==> config.mk <==
export PLATFORM = sky130hd
export DESIGN_NAME = smx_exec
export DESIGN_NICKNAME = d
export VERILOG_FILES = /design/src/rtl/core/smx_pkg.sv /design/src/rtl/core/smx_exec.sv
export SDC_FILE = /design/constraint.sdc
export NUM_CORES = 1
export LEC_CHECK = 0
export BUFFER_PORTS_ARGS = -buffer_cell sky130_fd_sc_hd__buf_4
export CAP_MARGIN = 10
export CORE_ASPECT_RATIO = 1.5
export CORE_MARGIN = 2
export CORE_UTILIZATION = 53
export DETAILED_ROUTE_END_ITERATION = 8
export PLACE_DENSITY = 0.94
export SLEW_MARGIN = 20
export SYNTH_ARGS = -nofsm -noshare
export SYNTH_HDL_FRONTEND = slang
export SYNTH_SLANG_ARGS = --single-unit
==> constraint.sdc <==
create_clock -name clk -period 4.7 [get_ports clk]
set_input_delay 0.235 -clock clk [delete_from_list [all_inputs] [get_ports clk]]
set_output_delay 0.235 -clock clk [all_outputs]
set_load 0.1 [all_outputs]
==> src/rtl/core/smx_pkg.sv <==
// shared widths, opcodes, status codes and structs of the stack machine executor
// no dependencies
`timescale 1ns / 1ps
`default_nettype none

package smx_pkg;

  localparam int OP_W     = 4;
  localparam int WORD_W   = 32;
  localparam int TGT_W    = 10;
  localparam int NEXT_W   = 10;
  localparam int STATUS_W = 3;

  localparam int DATA_DEPTH_DEF    = 1024;
  localparam int STACK_DEPTH_DEF   = 1024;
  localparam int PROGRAM_DEPTH_DEF = 1024;

  // opcodes
  localparam logic [OP_W-1:0] OP_LD  = 4'd0;
  localparam logic [OP_W-1:0] OP_ST  = 4'd1;
  localparam logic [OP_W-1:0] OP_LDC = 4'd2;
  localparam logic [OP_W-1:0] OP_ADD = 4'd3;
  localparam logic [OP_W-1:0] OP_SUB = 4'd4;
  localparam logic [OP_W-1:0] OP_CMP = 4'd5;
  localparam logic [OP_W-1:0] OP_JMP = 4'd6;
  localparam logic [OP_W-1:0] OP_BR  = 4'd7;
  localparam logic [OP_W-1:0] OP_RET = 4'd8;

  // status codes
  localparam logic [STATUS_W-1:0] ST_RUN   = 3'd0;
  localparam logic [STATUS_W-1:0] ST_RET   = 3'd1;
  localparam logic [STATUS_W-1:0] ST_ADDR  = 3'd2;
  localparam logic [STATUS_W-1:0] ST_OVER  = 3'd3;
  localparam logic [STATUS_W-1:0] ST_UNDER = 3'd4;
  localparam logic [STATUS_W-1:0] ST_IDLE  = 3'd5;

  // decoded request handed from issue to execute
  typedef struct packed {
    logic [OP_W-1:0]     op;
    logic [STATUS_W-1:0] status;
    logic                stack_wr;
    logic                data_wr;
    logic                fwd_stack;
    logic                fwd_data;
    logic [WORD_W-1:0]   operand;
    logic [TGT_W-1:0]    target;
    logic [TGT_W-1:0]    tq;
  } issue_t;

  // one result
  typedef struct packed {
    logic [NEXT_W-1:0]   next_pc;
    logic [STATUS_W-1:0] status;
    logic [WORD_W-1:0]   value;
  } result_t;

endpackage

`default_nettype wire

==> src/rtl/core/smx_exec.sv <==
// execute stage: cached top of stack, program counter, memory writes, result
// depends on smx_pkg
`timescale 1ns / 1ps
`default_nettype none

module smx_exec #(
  parameter int DATA_DEPTH    = 1024,
  parameter int STACK_DEPTH   = 1024,
  parameter int PROGRAM_DEPTH = 1024
) (
  input  logic                           clk,
  input  logic                           rst,
  input  logic                           iss_valid,
  input  smx_pkg::issue_t                iss,
  input  logic [$clog2(DATA_DEPTH)-1:0]  iss_daddr,
  input  logic [$clog2(STACK_DEPTH)-1:0] iss_saddr,
  input  logic [smx_pkg::WORD_W-1:0]     stack_rdata,
  input  logic [smx_pkg::WORD_W-1:0]     data_rdata,
  output logic                           stack_we,
  output logic [$clog2(STACK_DEPTH)-1:0] stack_waddr,
  output logic [smx_pkg::WORD_W-1:0]     stack_wdata,
  output logic                           data_we,
  output logic [$clog2(DATA_DEPTH)-1:0]  data_waddr,
  output logic [smx_pkg::WORD_W-1:0]     data_wdata,
  output logic                           res_valid,
  output smx_pkg::result_t               res
);

  import smx_pkg::*;

  localparam int PC_W   = $clog2(PROGRAM_DEPTH);
  localparam int PROD_W = TGT_W + PC_W + 1;

  logic [PC_W-1:0]   pc;
  logic [PC_W-1:0]   pc_inc;
  logic [PC_W-1:0]   pc_next;
  logic [PC_W-1:0]   tgt_wrap;
  logic [PROD_W-1:0] tgt_prod;
  logic [WORD_W-1:0] tos;
  logic [WORD_W-1:0] tos_next;
  logic [WORD_W-1:0] fwd_val;
  logic [WORD_W-1:0] y;
  logic [WORD_W-1:0] d;
  logic [WORD_W-1:0] cmp_val;
  logic              run;
  logic              taken;

  // memory writes: pushes spill the old top, st stores the top
  assign stack_we    = iss_valid && iss.stack_wr;
  assign stack_waddr = iss_saddr;
  assign stack_wdata = tos;
  assign data_we     = iss_valid && iss.data_wr;
  assign data_waddr  = iss_daddr;
  assign data_wdata  = tos;
  assign res_valid   = iss_valid;

  // operand selection, target wrap and alu
  always_comb begin
    y = iss.fwd_stack ? fwd_val : stack_rdata;
    d = iss.fwd_data ? fwd_val : data_rdata;
    tgt_prod = PROD_W'(iss.tq) * PROD_W'(PROGRAM_DEPTH);
    tgt_wrap = PC_W'(PROD_W'(iss.target) - tgt_prod);
    pc_inc   = (pc == PC_W'(PROGRAM_DEPTH - 1)) ? '0 : pc + PC_W'(1);
    if ($signed(tos) > $signed(y)) cmp_val = WORD_W'(1);
    else if ($signed(tos) < $signed(y)) cmp_val = '1;
    else cmp_val = '0;
    run      = (iss.status == ST_RUN);
    tos_next = tos;
    taken    = 1'b0;
    unique case (iss.op)
      OP_LD:   tos_next = d;
      OP_ST:   tos_next = y;
      OP_LDC:  tos_next = iss.operand;
      OP_ADD:  tos_next = tos + y;
      OP_SUB:  tos_next = tos - y;
      OP_CMP:  tos_next = cmp_val;
      OP_JMP:  taken = 1'b1;
      OP_BR:   taken = (tos != '0);
      default: begin
      end
    endcase
    pc_next     = taken ? tgt_wrap : pc_inc;
    res.next_pc = run ? NEXT_W'(pc_next) : NEXT_W'(pc);
    res.status  = iss.status;
    res.value   = (iss.status == ST_RET) ? tos : '0;
  end

  // program counter
  always_ff @(posedge clk) begin
    if (rst) begin
      pc <= '0;
    end else if (iss_valid && run) begin
      pc <= pc_next;
    end
  end

  // top of stack and the value written this cycle, for forwarding
  always_ff @(posedge clk) begin
    fwd_val <= tos;
    if (iss_valid && run) tos <= tos_next;
  end

endmodule

`default_nettype wire

# Yosys cells after proc, flatten, opt, wreduce, memory -nomap -nowiden
# Index checks and enable logic that the tools add are counted.
[op_classes]
n_addsub = 4
magnitude_cmp = 2
eq_ne = 9
muxes = 10
n_reduce_logical = 8
[op_table]
columns = ["operator", "n"]
rows = [
  ["32-bit case mux with 6 select lines", 1],
  ["32-bit 2-to-1 mux", 5],
  ["32-bit adder", 1],
  ["32-bit > comparator", 1],
  ["32-bit < comparator", 1],
  ["32-bit nonzero test", 1],
  ["32-bit subtractor", 1],
  ["10-bit 2-to-1 mux", 3],
  ["4-bit by 3-bit == test with 1-bit output, second input constant", 4],
  ["10-bit by 1-bit adder with 10-bit output, second input constant", 1],
  ["10-bit == test, second input constant", 1],
  ["10-bit by 1-bit subtractor with 10-bit output, second input constant", 1],
  ["4-bit by 2-bit == test with 1-bit output, second input constant", 2],
  ["6-bit nonzero test", 1],
  ["4-bit by 1-bit == test with 1-bit output, second input constant", 1],
  ["4-bit zero test", 1],
  ["3-bit by 1-bit == test with 1-bit output, second input constant", 1],
  ["1-bit logical AND", 3],
  ["3-bit zero test", 1],
  ["1-bit case mux with 2 select lines", 1],
  ["2-bit AND reduction", 1],
]
[totals]
ff_bits = 74
inputBits = 150
output_inout_bits = 132
elab_cells = 36

# Logic depth before layout (Yosys ltp)
[depth]
depth_word = 5
ltp_mapped = 17
ltp_nobuf = 12

# Worst setup path before layout
# Ideal clock, no wire load.
[synth_path]
kind = "register -> output"
from = "register tos[1] (netlist: data_wdata[1])"
to = "output port res[37] (netlist bit)"
t_arrival_ns = 4.451
t_required_ns = 4.465
slack_ns = 0.014
stages_incl_launch_ff = 8
n_path_buf = 1
path_cell_list = "edfxtp_1 -> nor4b_1 -> nand4_1 -> nor4_1 -> a211oi_1 -> clkbuf_1 -> a21oi_1 -> o21ai_0"
[synth_lines]
columns = ["item", "line_no", "text"]
rows = [
  ["start, declared", "smx_exec.sv:39", "logic [WORD_W-1:0] tos;"],
  ["start signal, assigned", "smx_exec.sv:100", "if (iss_valid && run) tos <= tos_next;"],
  ["end, declared", "smx_exec.sv:26", "output smx_pkg::result_t res"],
]

==> run summary <==
Worst-Skew Late Latency = 0.36 ns
Post-DR wirelength/cell = 21.3 um
Yosys cell types = 79
Clock-pin slew on the worst setup and hold paths = 0.07 ns
CTS Hold Buffers Added = 0
Die Ht = 159 um
Most frequent cells after synthesis = nand2_1, a21oi_1, nor2_1
Core ar. = 15,700 sq um
Inserted Diodes = 0
Peak Freq = 250 MHz
H-tree depth = 3
Leading post-synthesis cells by cell area = edfxtp_1, dfxtp_1, ha_1, mux2i_1, buf_4
TritonRoute pass-1 iters = 6
Resized cells post-CTS = 0
Pwr/cell area = 216 nW/um^2
Max cap viols = 0
Synthesis-stage register bit count = 74
Status = finished, final reports clean
Count leader, synth = nand2_1
Setup TNS = 0 ns
# port buffers = 231
Clk_skew = 0.0122 ns
Cells after DPL = 1,410
Power Total = 2.24 mW
Arr. time, crit path = 3.76 ns
Total grt overflow = 0
Ratio of cells with drive above 1 in the final layout = 26.2%
FF+latch area = 1800 sq um
Fillers = 1,373
Via Count = 9,290
DRC = 0
Ys flop type = dfxtp_1
DR vias/cell = 6.51
Final hold violation count = 0
Largest net degree at the start of global routing = 33
Synthesized area per cell = 7.93 sq um
Vias in the first global route = 9,325
Post-synthesis cell area = 8520 sq um
Final Critical Period = 4.00 ns
Antenna violations before repair = 0
Clock sink count = 74
CP Launch Type = flop
Post-synth top area cell = edfxtp_1
Dpl hpwl = 22.9 mm
Layout Utilization = 66.1%
Starting density of the core = 54.3%
Number of routed nets with antenna violations = 0
First-pass GRT wire length = 47.3 mm
Post-synth ARST share = 0%
Static Leakage = 4.55 nW
DR iter-0 viols = 847
# IOs = 282
Area delta synth->final = 21.7%
Fin nets = 1,435
Row count = 56
Post-synth EDFFs = 32
Final setup fails = 0
Setup CP Type = flop to primary output
Syn Nets = 1,291
Total GRT Usage = 34.4%
Worst path required time = 4.47 ns
Drt total wl = 30.4 mm
Post-Layout Cell Count = 1,426
Cell Area, Placed = 10,000 sq um
CTS tree = yes
TritonCTS Buffers = 9
Die Area = 17,100 sq um
Seq/Total Area, Yosys = 21.1%
Min-delay worst type = primary input to flop
Least-Margin Pin Slew = 0.924 ns
Post-CTS Setup Bufs = 0
Cell count after synthesis = 1,074
RSZ-0062 raised after global routing = false
Critical path endpoint category = primary output
Max clock buf depth = 2
Clock root cell = clkbuf_16
Finished Cell Area = 10,400 sq um
Max-slew violations = 0
Peak fanout along the critical path = 24
Die Wd = 108 um
Final period util = 85.1%
Post-synth top area share = 11.3%
Max IR drop VDD = 136 uV
Multi-input gate area = 5800 sq um
Relative slew slack = 37.9%
Routability cong. = 1.02
Syn. warnings = 0
flip-flops by register name, summed over array words and instances, names as in the netlist:
signal / flops
data_wdata: 32
fwd_val: 32
pc: 10
final cells by class:
type                            instances  area share, %
Clock buffer                            9           2.17
Clock inverter                          7          0.977
Inverter                               66           2.39
Multi-Input combinational cell        811           56.0
Sequential cell                        74           17.4
Tap cell                              203           2.45
Timing Repair Buffer                  256           18.7
power breakdown:
group          total, mW  internal, mW  switching [mW]  leakage (nW)
Clock              0.789         0.469           0.320         0.152
Sequential         0.694         0.685         0.00956         0.640
Combinational      0.757         0.282           0.475          3.76
Total               2.24          1.44           0.804          4.55
cell usage in the layout (no fill, tap or decap), types with 8 or more instances in the layout:
cell type  count
nand2_1       79
mux2_2        24
a22oi_1       31
ha_1          65
nand4_1       11
nand3_1       17
a211oi_1       9
a31oi_1        8
and2_1        38
clkbuf_16      9
inv_1         64
nor3_1        18
o21ai_0       62
edfxtp_1      32
mux2i_1       46
or3_1         11
buf_4        255
o21bai_1      15
a21oi_1       77
dfxtp_1       42
xnor2_1        9
nor2b_1        9
or4_1         10
o221ai_1      12
nor2_1        65
nand2b_1      12
o211ai_1      12
a32oi_1       16
nor4_1        12
a221o_1       12
a21o_1        16
worst max-delay path: stages (launching register included):
cell and delay (ns):
edfxtp_1 0.51, nor4_1 0.53, nand4_1 0.24, nor4_1 0.56, a211oi_2 0.14, buf_4 0.25, or2_2 0.35, o41ai_1 0.34
nand2_1 0.09, nand2_1 0.10, buf_4 0.29
logic make-up after synthesis:
group	count (synthesis)	synth area share, %
AOI/OAI and AO/OA	346	28.6
and+or+nand+nor	314	19.0
buffers and inverters	189	11.3
DFF	74	21.1
muxes	70	8.57
adders and majority gates	67	10.0
xor gates and xnor gates	14	1.44
per-layer routing:
metal	track usage (%)	vias to the layer above	wire length, um
met5	0	-	0
met4	18.3	0	1460
met3	4.91	118	2440
met2	62.1	534	15700
met1	38.0	4397	10800
li1	-	4241	-
metrics by stage:
step | worst slack (ns) | hold slack (ns)
floorplan | 0.0140 | 0.486
global placement | 0.592 | 0.471
detailed placement | 0.529 | 0.471
CTS | 0.753 | 0.126
global route | 0.471 | 0.141
finish | 0.702 | 0.123
final timing paths:
| path | startpoint | endpoint | slack [ns] | cells after the start |
|---|---|---|---|---|
| worst max-delay path | data_wdata[27]$_DFFE_PP_ | res[40] | 0.70 | 10 |
| worst min-delay path | rst | pc[1]$_SDFFE_PP0P_ | 0.12 | 2 |
| worst max register to register | fwd_val[0]$_DFF_P_ | data_wdata[26]$_DFFE_PP_ | 0.71 | 12 |
| worst min register to register | data_wdata[0]$_DFFE_PP_ | fwd_val[0]$_DFF_P_ | 0.53 | 0 |
Note: power is estimated with default switching activity, not from simulation.
