--- config.mk ---
export PLATFORM = sky130hd
export DESIGN_NAME = smx_issue
export DESIGN_NICKNAME = d
export VERILOG_FILES = /design/src/rtl/core/smx_pkg.sv /design/src/rtl/core/smx_issue.sv
export SDC_FILE = /design/constraint.sdc
export NUM_CORES = 1
export LEC_CHECK = 0
export BUFFER_PORTS_ARGS = -buffer_cell sky130_fd_sc_hd__buf_2
export CORE_UTILIZATION = 44
export DETAILED_ROUTE_END_ITERATION = 8
export PLACE_DENSITY = 0.82
export SYNTH_ARGS = -nofsm -noshare
export SYNTH_HDL_FRONTEND = slang
export SYNTH_SLANG_ARGS = --single-unit
--- constraint.sdc ---
create_clock -name clk -period 2.4 [get_ports clk]
set_input_delay 0.48 -clock clk [delete_from_list [all_inputs] [get_ports clk]]
set_output_delay 0.48 -clock clk [all_outputs]
set_load 0.01 [all_outputs]
--- src/rtl/core/smx_pkg.sv ---
// shared widths, opcodes, status codes and structs of the stack machine executor
// no dependencies
`timescale 1ns / 1ps
`default_nettype none

package smx_pkg;

  localparam int OP_W     = 4;
  localparam int WORD_W   = 32;
  localparam int TGT_W    = 10;
  localparam int NEXT_W   = 10;
  localparam int STATUS_W = 3;

  localparam int DATA_DEPTH_DEF    = 1024;
  localparam int STACK_DEPTH_DEF   = 1024;
  localparam int PROGRAM_DEPTH_DEF = 1024;

  // opcodes
  localparam logic [OP_W-1:0] OP_LD  = 4'd0;
  localparam logic [OP_W-1:0] OP_ST  = 4'd1;
  localparam logic [OP_W-1:0] OP_LDC = 4'd2;
  localparam logic [OP_W-1:0] OP_ADD = 4'd3;
  localparam logic [OP_W-1:0] OP_SUB = 4'd4;
  localparam logic [OP_W-1:0] OP_CMP = 4'd5;
  localparam logic [OP_W-1:0] OP_JMP = 4'd6;
  localparam logic [OP_W-1:0] OP_BR  = 4'd7;
  localparam logic [OP_W-1:0] OP_RET = 4'd8;

  // status codes
  localparam logic [STATUS_W-1:0] ST_RUN   = 3'd0;
  localparam logic [STATUS_W-1:0] ST_RET   = 3'd1;
  localparam logic [STATUS_W-1:0] ST_ADDR  = 3'd2;
  localparam logic [STATUS_W-1:0] ST_OVER  = 3'd3;
  localparam logic [STATUS_W-1:0] ST_UNDER = 3'd4;
  localparam logic [STATUS_W-1:0] ST_IDLE  = 3'd5;

  // decoded request handed from issue to execute
  typedef struct packed {
    logic [OP_W-1:0]     op;
    logic [STATUS_W-1:0] status;
    logic                stack_wr;
    logic                data_wr;
    logic                fwd_stack;
    logic                fwd_data;
    logic [WORD_W-1:0]   operand;
    logic [TGT_W-1:0]    target;
    logic [TGT_W-1:0]    tq;
  } issue_t;

  // one result
  typedef struct packed {
    logic [NEXT_W-1:0]   next_pc;
    logic [STATUS_W-1:0] status;
    logic [WORD_W-1:0]   value;
  } result_t;

endpackage

`default_nettype wire

--- src/rtl/core/smx_issue.sv ---
// issue stage: decode, stack count, halt flag, read addresses, forwarding, clear sweep
// depends on smx_pkg
`timescale 1ns / 1ps
`default_nettype none

module smx_issue #(
  parameter int DATA_DEPTH    = 1024,
  parameter int STACK_DEPTH   = 1024,
  parameter int PROGRAM_DEPTH = 1024
) (
  input  logic                               clk,
  input  logic                               rst,
  input  logic                               accept,
  input  logic [smx_pkg::OP_W-1:0]           operation,
  input  logic signed [smx_pkg::WORD_W-1:0]  operand,
  input  logic [smx_pkg::TGT_W-1:0]          jump_target,
  output logic                               clearing,
  output logic [$clog2(DATA_DEPTH)-1:0]      clr_addr,
  output logic [$clog2(DATA_DEPTH)-1:0]      data_raddr,
  output logic [$clog2(STACK_DEPTH)-1:0]     stack_raddr,
  output logic                               iss_valid,
  output smx_pkg::issue_t                    iss,
  output logic [$clog2(DATA_DEPTH)-1:0]      iss_daddr,
  output logic [$clog2(STACK_DEPTH)-1:0]     iss_saddr
);

  import smx_pkg::*;

  localparam int DA_W     = $clog2(DATA_DEPTH);
  localparam int SA_W     = $clog2(STACK_DEPTH);
  localparam int CNT_W    = $clog2(STACK_DEPTH + 1);
  localparam int TQ_SHIFT = TGT_W + $clog2(PROGRAM_DEPTH);
  localparam int TQ_RECIP = ((1 << TQ_SHIFT) + PROGRAM_DEPTH - 1) / PROGRAM_DEPTH;
  localparam int MUL_W    = 2 * TGT_W + 2;

  logic [CNT_W-1:0]    cnt;
  logic [CNT_W-1:0]    cnt_next;
  logic                halted;
  logic                addr_ok;
  logic                full;
  logic                empty;
  logic                short_stack;
  logic [STATUS_W-1:0] st;
  logic                push;
  logic                pop;
  logic                dwr;
  logic [SA_W-1:0]     push_addr;
  logic [MUL_W-1:0]    tq_prod;

  // read addresses: data at the operand, stack at the entry under the top
  assign data_raddr  = operand[DA_W-1:0];
  assign stack_raddr = SA_W'(cnt - CNT_W'(2));
  assign push_addr   = SA_W'(cnt - CNT_W'(1));

  // quotient of the jump target by the program depth, reciprocal multiply
  assign tq_prod = MUL_W'(jump_target) * MUL_W'(TQ_RECIP);

  // decode and error checks
  always_comb begin
    addr_ok     = !operand[WORD_W-1] && ($unsigned(operand) < WORD_W'(DATA_DEPTH));
    full        = (cnt == CNT_W'(STACK_DEPTH));
    empty       = (cnt == '0);
    short_stack = (cnt < CNT_W'(2));
    st   = ST_RUN;
    push = 1'b0;
    pop  = 1'b0;
    dwr  = 1'b0;
    if (halted) begin
      st = ST_IDLE;
    end else begin
      unique case (operation)
        OP_LD: begin
          if (!addr_ok) st = ST_ADDR;
          else if (full) st = ST_OVER;
          else push = 1'b1;
        end
        OP_ST: begin
          if (!addr_ok) st = ST_ADDR;
          else if (empty) st = ST_UNDER;
          else begin
            pop = 1'b1;
            dwr = 1'b1;
          end
        end
        OP_LDC: begin
          if (full) st = ST_OVER;
          else push = 1'b1;
        end
        OP_ADD, OP_SUB, OP_CMP: begin
          if (short_stack) st = ST_UNDER;
          else pop = 1'b1;
        end
        OP_BR: begin
          if (empty) st = ST_UNDER;
        end
        OP_RET: begin
          if (empty) st = ST_UNDER;
          else st = ST_RET;
        end
        default: begin
        end
      endcase
    end
    priority if (push) cnt_next = cnt + CNT_W'(1);
    else if (pop) cnt_next = cnt - CNT_W'(1);
    else cnt_next = cnt;
  end

  // control state and data memory clear sweep
  always_ff @(posedge clk) begin
    if (rst) begin
      cnt       <= '0;
      halted    <= 1'b0;
      iss_valid <= 1'b0;
      clearing  <= 1'b1;
      clr_addr  <= '0;
    end else begin
      iss_valid <= accept;
      if (clearing) begin
        clr_addr <= clr_addr + DA_W'(1);
        if (clr_addr == DA_W'(DATA_DEPTH - 1)) clearing <= 1'b0;
      end
      if (accept) begin
        cnt <= cnt_next;
        if (st != ST_RUN) halted <= 1'b1;
      end
    end
  end

  // request register toward execute, with same-cycle write forwarding flags
  always_ff @(posedge clk) begin
    if (accept) begin
      iss.op        <= operation;
      iss.status    <= st;
      iss.stack_wr  <= push && !empty;
      iss.data_wr   <= dwr;
      iss.fwd_stack <= iss_valid && iss.stack_wr && (iss_saddr == stack_raddr);
      iss.fwd_data  <= iss_valid && iss.data_wr && (iss_daddr == data_raddr);
      iss.operand   <= operand;
      iss.target    <= jump_target;
      iss.tq        <= TGT_W'(tq_prod >> TQ_SHIFT);
      iss_saddr     <= push_addr;
      iss_daddr     <= data_raddr;
    end
  end

endmodule

`default_nettype wire

**Word-level counts from Yosys, hierarchy flattened**

Cells that the tools add are included.

- Bits of input ports: 49
- Word-level logic and storage cells: 70
- Output and inout bits: 115
- Flip-flop bits (word level): 97

- Multiplexer cells: 21
- Bitwise logic cells: 1
- Reduce and logical (&&, ||, !) cells: 16
- Add/subtract/negate cells: 4
- $lt $le $gt $ge: 2
- Equality and inequality tests: 11

Operator list:

| kind | number |
|---|---|
| less-than comparator 32 x 11 -> 1 bit, second input constant | 1 |
| 2-to-1 mux 11 bit | 2 |
| == test 10 bit | 2 |
| one-hot mux 3 bit (6 select lines) | 1 |
| 2-to-1 mux 3 bit | 5 |
| == test 4 x 3 -> 1 bit, second input constant | 3 |
| adder 11 x 1 -> 11 bit, second input constant | 1 |
| == test 11 bit, second input constant | 1 |
| zero test 11 bit | 1 |
| less-than comparator 11 x 2 -> 1 bit, second input constant | 1 |
| subtractor 11 x 1 -> 11 bit, second input constant | 1 |
| adder 10 x 1 -> 10 bit, second input constant | 1 |
| == test 10 bit, second input constant | 1 |
| subtractor 10 x 2 -> 10 bit, second input constant | 1 |
| 2-to-1 mux 1 bit | 9 |
| == test 4 x 2 -> 1 bit, second input constant | 2 |
| logical AND 1 bit | 6 |
| == test 4 x 1 -> 1 bit, second input constant | 1 |
| == test 4 bit, second input constant | 1 |
| zero test 4 bit | 1 |
| 2-to-1 mux 2 bit | 2 |
| one-hot mux 1 bit (2 select lines) | 2 |
| AND reduction 2 bit | 2 |
| nonzero test 3 bit | 1 |
| 5 further kinds | 6 |

**Longest topological paths before layout**

- Depth in word-level cells: 7
- Depth in mapped cells: 10
- Gate-level depth less buffers: 8

**Least setup slack after synthesis**

OpenSTA, ideal clock, no wires.

- Path type: input port to flip-flop
- From: input port operand[26] (netlist bit)
- To: register cnt[9]
- Data arrival time: 2.264 ns
- Path buffers: 1
- Setup slack: 0.012 ns
- Setup time: 0.123 ns
- Cell stages on the path: 8
- Required time: 2.277 ns
- Cell sequence: or4_4 nor2_4 a21oi_2 a211oi_4 buf_6 nand4_1 a21oi_1 mux2_1

- Cells in the longest elaborated chain, start to end: 7
- Elaborated cells between the ends (all ways): 11
- Those cells by class: order compare: 1; mux: 7; reduce/logical: 3

RTL lines:

| element | RTL line | RTL |
|---|---|---|
| start, declared | smx_issue.sv:15 | `input logic signed [smx_pkg::WORD_W-1:0] operand,` |
| less-than comparator 32 x 11 -> 1 bit * | smx_issue.sv:60 | `addr_ok = !operand[WORD_W-1] && ($unsigned(operand) < WORD_W'(DATA_DEPTH));` |
| logical AND 1 bit * | smx_issue.sv:60 |  |
| 2-to-1 mux 1 bit (on tied branches) | smx_issue.sv:73, smx_issue.sv:78 |  |
| one-hot mux 1 bit (2 select lines) | smx_issue.sv:71 | `unique case (operation)` |
| 2-to-1 mux 1 bit | smx_issue.sv:68 | `if (halted) begin` |
| nonzero test 2 bit (no line) | -- |  |
| AND reduction 2 bit (no line) | -- |  |
| end signal, assigned | smx_issue.sv:124 | `cnt <= cnt_next;` |
| end, declared | smx_issue.sv:36 | `logic [CNT_W-1:0] cnt;` |

Every way passes the cells marked *; elsewhere a longest branch is shown, timed or not.
A chain may end at the register's enable or synchronous reset.

**Worst setup path after layout**

- From: input port operand[26] (netlist bit)
- To: register cnt[8]

Same word-level chain as after synthesis.

==> results.json <==
{
  "clock-root-buffer": "clkbuf_8",
  "num_rows": 35,
  "antenna_found_initial": 0,
  "dr.pass1.iters": 4,
  "power_frac_seq": 0.454,
  "die-area_sq_mm": 0.00981,
  "final_core_util": 0.590,
  "grt_pass1_wl_um": 14500,
  "cts_inserted_buffers": 9,
  "cts_max_level": 3,
  "areaGrowthSynthToFinish_pct": 30.9,
  "grt_pass1_vias": 3049,
  "synthCells": 349,
  "mappedNetlistArea_sq_mm": 0.00414,
  "critPathMaxFanout": 9,
  "hold_viol_final": 0,
  "clk_pin_slew_ps": 90,
  "power.switching_uw": 1210,
  "fin_nets": 586,
  "insertion_delay_ps": 360,
  "worstSetupPathType": "primary input to flop",
  "post-route-period-util": 0.967,
  "start_kind": "primary input",
  "leakage_uw": 0.00235,
  "cts_max_path_buffers": 2,
  "via_per_inst": 4.99,
  "worstPathArrival_ps": 2610,
  "fin_area_sq_mm": 0.00542,
  "vias": 3226,
  "ios": 164,
  "report.final.slew_viol_count": 0,
  "synth_cell_types": 47,
  "yosys_warnings": 0,
  "ant_nets": 0,
  "syn_area_per_cell_sq_um": 11.9,
  "drc": 0,
  "drt_iter0_markers": 196,
  "timing.fmax_ghz": 0.431,
  "status": "complete, no violations",
  "path_delay_family": "simple AND/OR/NAND/NOR gates",
  "final_cell_mix": "buf_2 (153), edfxtp_1 (63), buf_4 (51)",
  "critPathBufInv": 2,
  "core_area_sq_mm": 0.00920,
  "die_w_um": 99.0,
  "ys_seq_area_frac": 0.573,
  "grt_setup_unrepaired": "false",
  "clkPwrFrac": 0.289,
  "slowest_stage": "or4_4",
  "numPortBuffers": 153,
  "place_area_sq_mm": 0.00516,
  "hold_slack_ps": 287,
  "slew_headroom": 0.662,
  "place.gp.congestion": 0.907,
  "p_comb_frac": 0.258,
  "tightest_slew_ps": 507,
  "p_sw_frac": 0.297,
  "grt_max_degree": 66,
  "path_cells": "buf_2 -> or4_4 -> nor2_4 -> a21oi_2 -> a211oi_4 -> buf_6 -> mux2_2 -> or3_1 -> a21oi_1",
  "drv_cap": 0,
  "ir_drop_uv": 391,
  "final_common_cell": "buf_2",
  "tns_ps": 0,
  "clock_skew_ps": 8.33,
  "hpwl_um": 7090,
  "die_h_um": 99.0,
  "initial_core_util": 0.450,
  "slowest_delay_ps": 530,
  "n_antenna_cell": 0,
  "drive_above_1_share": 0.447,
  "min_period_ps": 2320,
  "drt_wl_total_um": 9390,
  "wire_per_inst_um": 14.5,
  "setup_violations": 0,
  "ys_ff_latch": 87,
  "gr-total-overflow": 0,
  "end_kind": "flop",
  "power.density_mw_per_mm2": 748,
  "required_ps": 2690,
  "internal_power_uw": 2850,
  "clock_sinks": 87,
  "cts_tree": "yes",
  "min-delay-path-class": "primary input to flop",
  "grt_util_all_layers": 0.192
}
==> worst paths after layout <==
check | startpoint | end | slack (ps) | depth (start not counted)
hold / removal | jump_target[4] | iss[14]$_DFFE_PP_ | 290 | 1
setup / recovery | operand[26] | cnt[8]$_SDFFE_PP0P_ | 80 | 9
setup reg to reg | cnt[4]$_SDFFE_PP0P_ | cnt[10]$_SDFFE_PP0P_ | 100 | 9
hold reg to reg | clr_addr[5]$_SDFFE_PP0P_ | clr_addr[5]$_SDFFE_PP0P_ | 530 | 2
==> logic make-up after synthesis <==
group | share of synthesized area
and+or+nand+nor | 0.147
DFF | 0.573
buffers and inverters | 0.0858
xor gates and xnor gates | 0.0951
AOI/OAI and AO/OA | 0.0483
muxes | 0.0287
adders and majority gates | 0.0211
other | 0.000905
==> flip-flops by register name (all words and copies together), names as in the netlist <==
name and count:
halted 1, iss 53, iss_saddr 10, iss_valid 1
cnt 11, clr_addr 10, clearing 1
==> stage by stage <==
stage          std cells  setup WS, ps  power (uW)
6_report             646          80.4        4060
2_1_floorplan        358          12.2        2470
4_1_cts              644          49.7        4080
3_3_place_gp         628          -196        2880
3_5_place_dp         628          -229        2910
5_1_grt              646          6.55        4240
==> final cells by class <==
class | count | area [sq um]
repair buffers | 206 | 1180
clock inverters | 7 | 101
clock buffers | 9 | 124
inverters | 11 | 41.3
flip-flops and latches | 87 | 2370
multi-input cells | 215 | 1470
well taps | 111 | 139
fillers | 730 | 3770
==> cells in the mapped netlist, drive strengths merged <==
| cell | number | area (sq um) |
|---|---|---|
| buf | 37 | 284 |
| nand3b | 1 | 7.51 |
| nand3 | 10 | 50.1 |
| nor3 | 4 | 25.0 |
| nand2 | 22 | 85.1 |
| a221oi | 1 | 8.76 |
| mux2i | 4 | 40.0 |
| o31ai | 1 | 12.5 |
| a311oi | 1 | 8.76 |
| a211oi | 1 | 20.0 |
| nor4 | 8 | 71.3 |
| o221a | 1 | 11.3 |
| clkbuf | 8 | 30.0 |
| nand4 | 9 | 56.3 |
| dfxtp | 24 | 480 |
| a31oi | 4 | 25.0 |
| or4 | 4 | 37.5 |
| inv | 11 | 41.3 |
| xnor2 | 21 | 184 |
| o21ai | 8 | 40.0 |
| conb | 1 | 3.75 |
| nor4b | 1 | 8.76 |
| edfxtp | 63 | 1890 |
| nor2 | 31 | 134 |
| nor2b | 4 | 25.0 |
| a21oi | 14 | 73.8 |
| xor2 | 24 | 210 |
| nand2b | 2 | 12.5 |
| nor3b | 1 | 7.51 |
| and3 | 2 | 12.5 |
| and4 | 1 | 8.76 |
| mux2 | 7 | 78.8 |
| or3 | 10 | 62.6 |
| ha | 7 | 87.6 |
| or2 | 1 | 6.26 |
==> what timing repair did <==
| action | CTS | global route |
|---|---|---|
| pin swaps | 0 | 1 |
| resized for setup | 1 | 3 |
| cloned | 0 | 0 |
| hold buffers | 0 | 0 |
| buffers inserted | 0 | 2 |
| endpoints found under the setup margin | 7 | 5 |
==> routing by layer <==
| layer | vias up | GRT usage | wire length, um |
|---|---|---|---|
| li1 | 1561 | - | - |
| met1 | 1530 | 0.212 | 3720 |
| met2 | 124 | 0.361 | 5040 |
| met3 | 11 | 0.0326 | 493 |
| met4 | 0 | 0.0781 | 136 |
| met5 | - | 0 | 0 |
==> power groups by stage <==
stage | registers, uW | logic (uW) | clock network [uW]
after floorplan | 1920 | 555 | 0
after global placement | 1870 | 1020 | 0
after detailed placement | 1880 | 1030 | 0
after CTS | 1840 | 1050 | 1200
after global routing | 1860 | 1140 | 1240
final | 1840 | 1050 | 1170
Note: power is estimated with default switching activity, not from simulation.
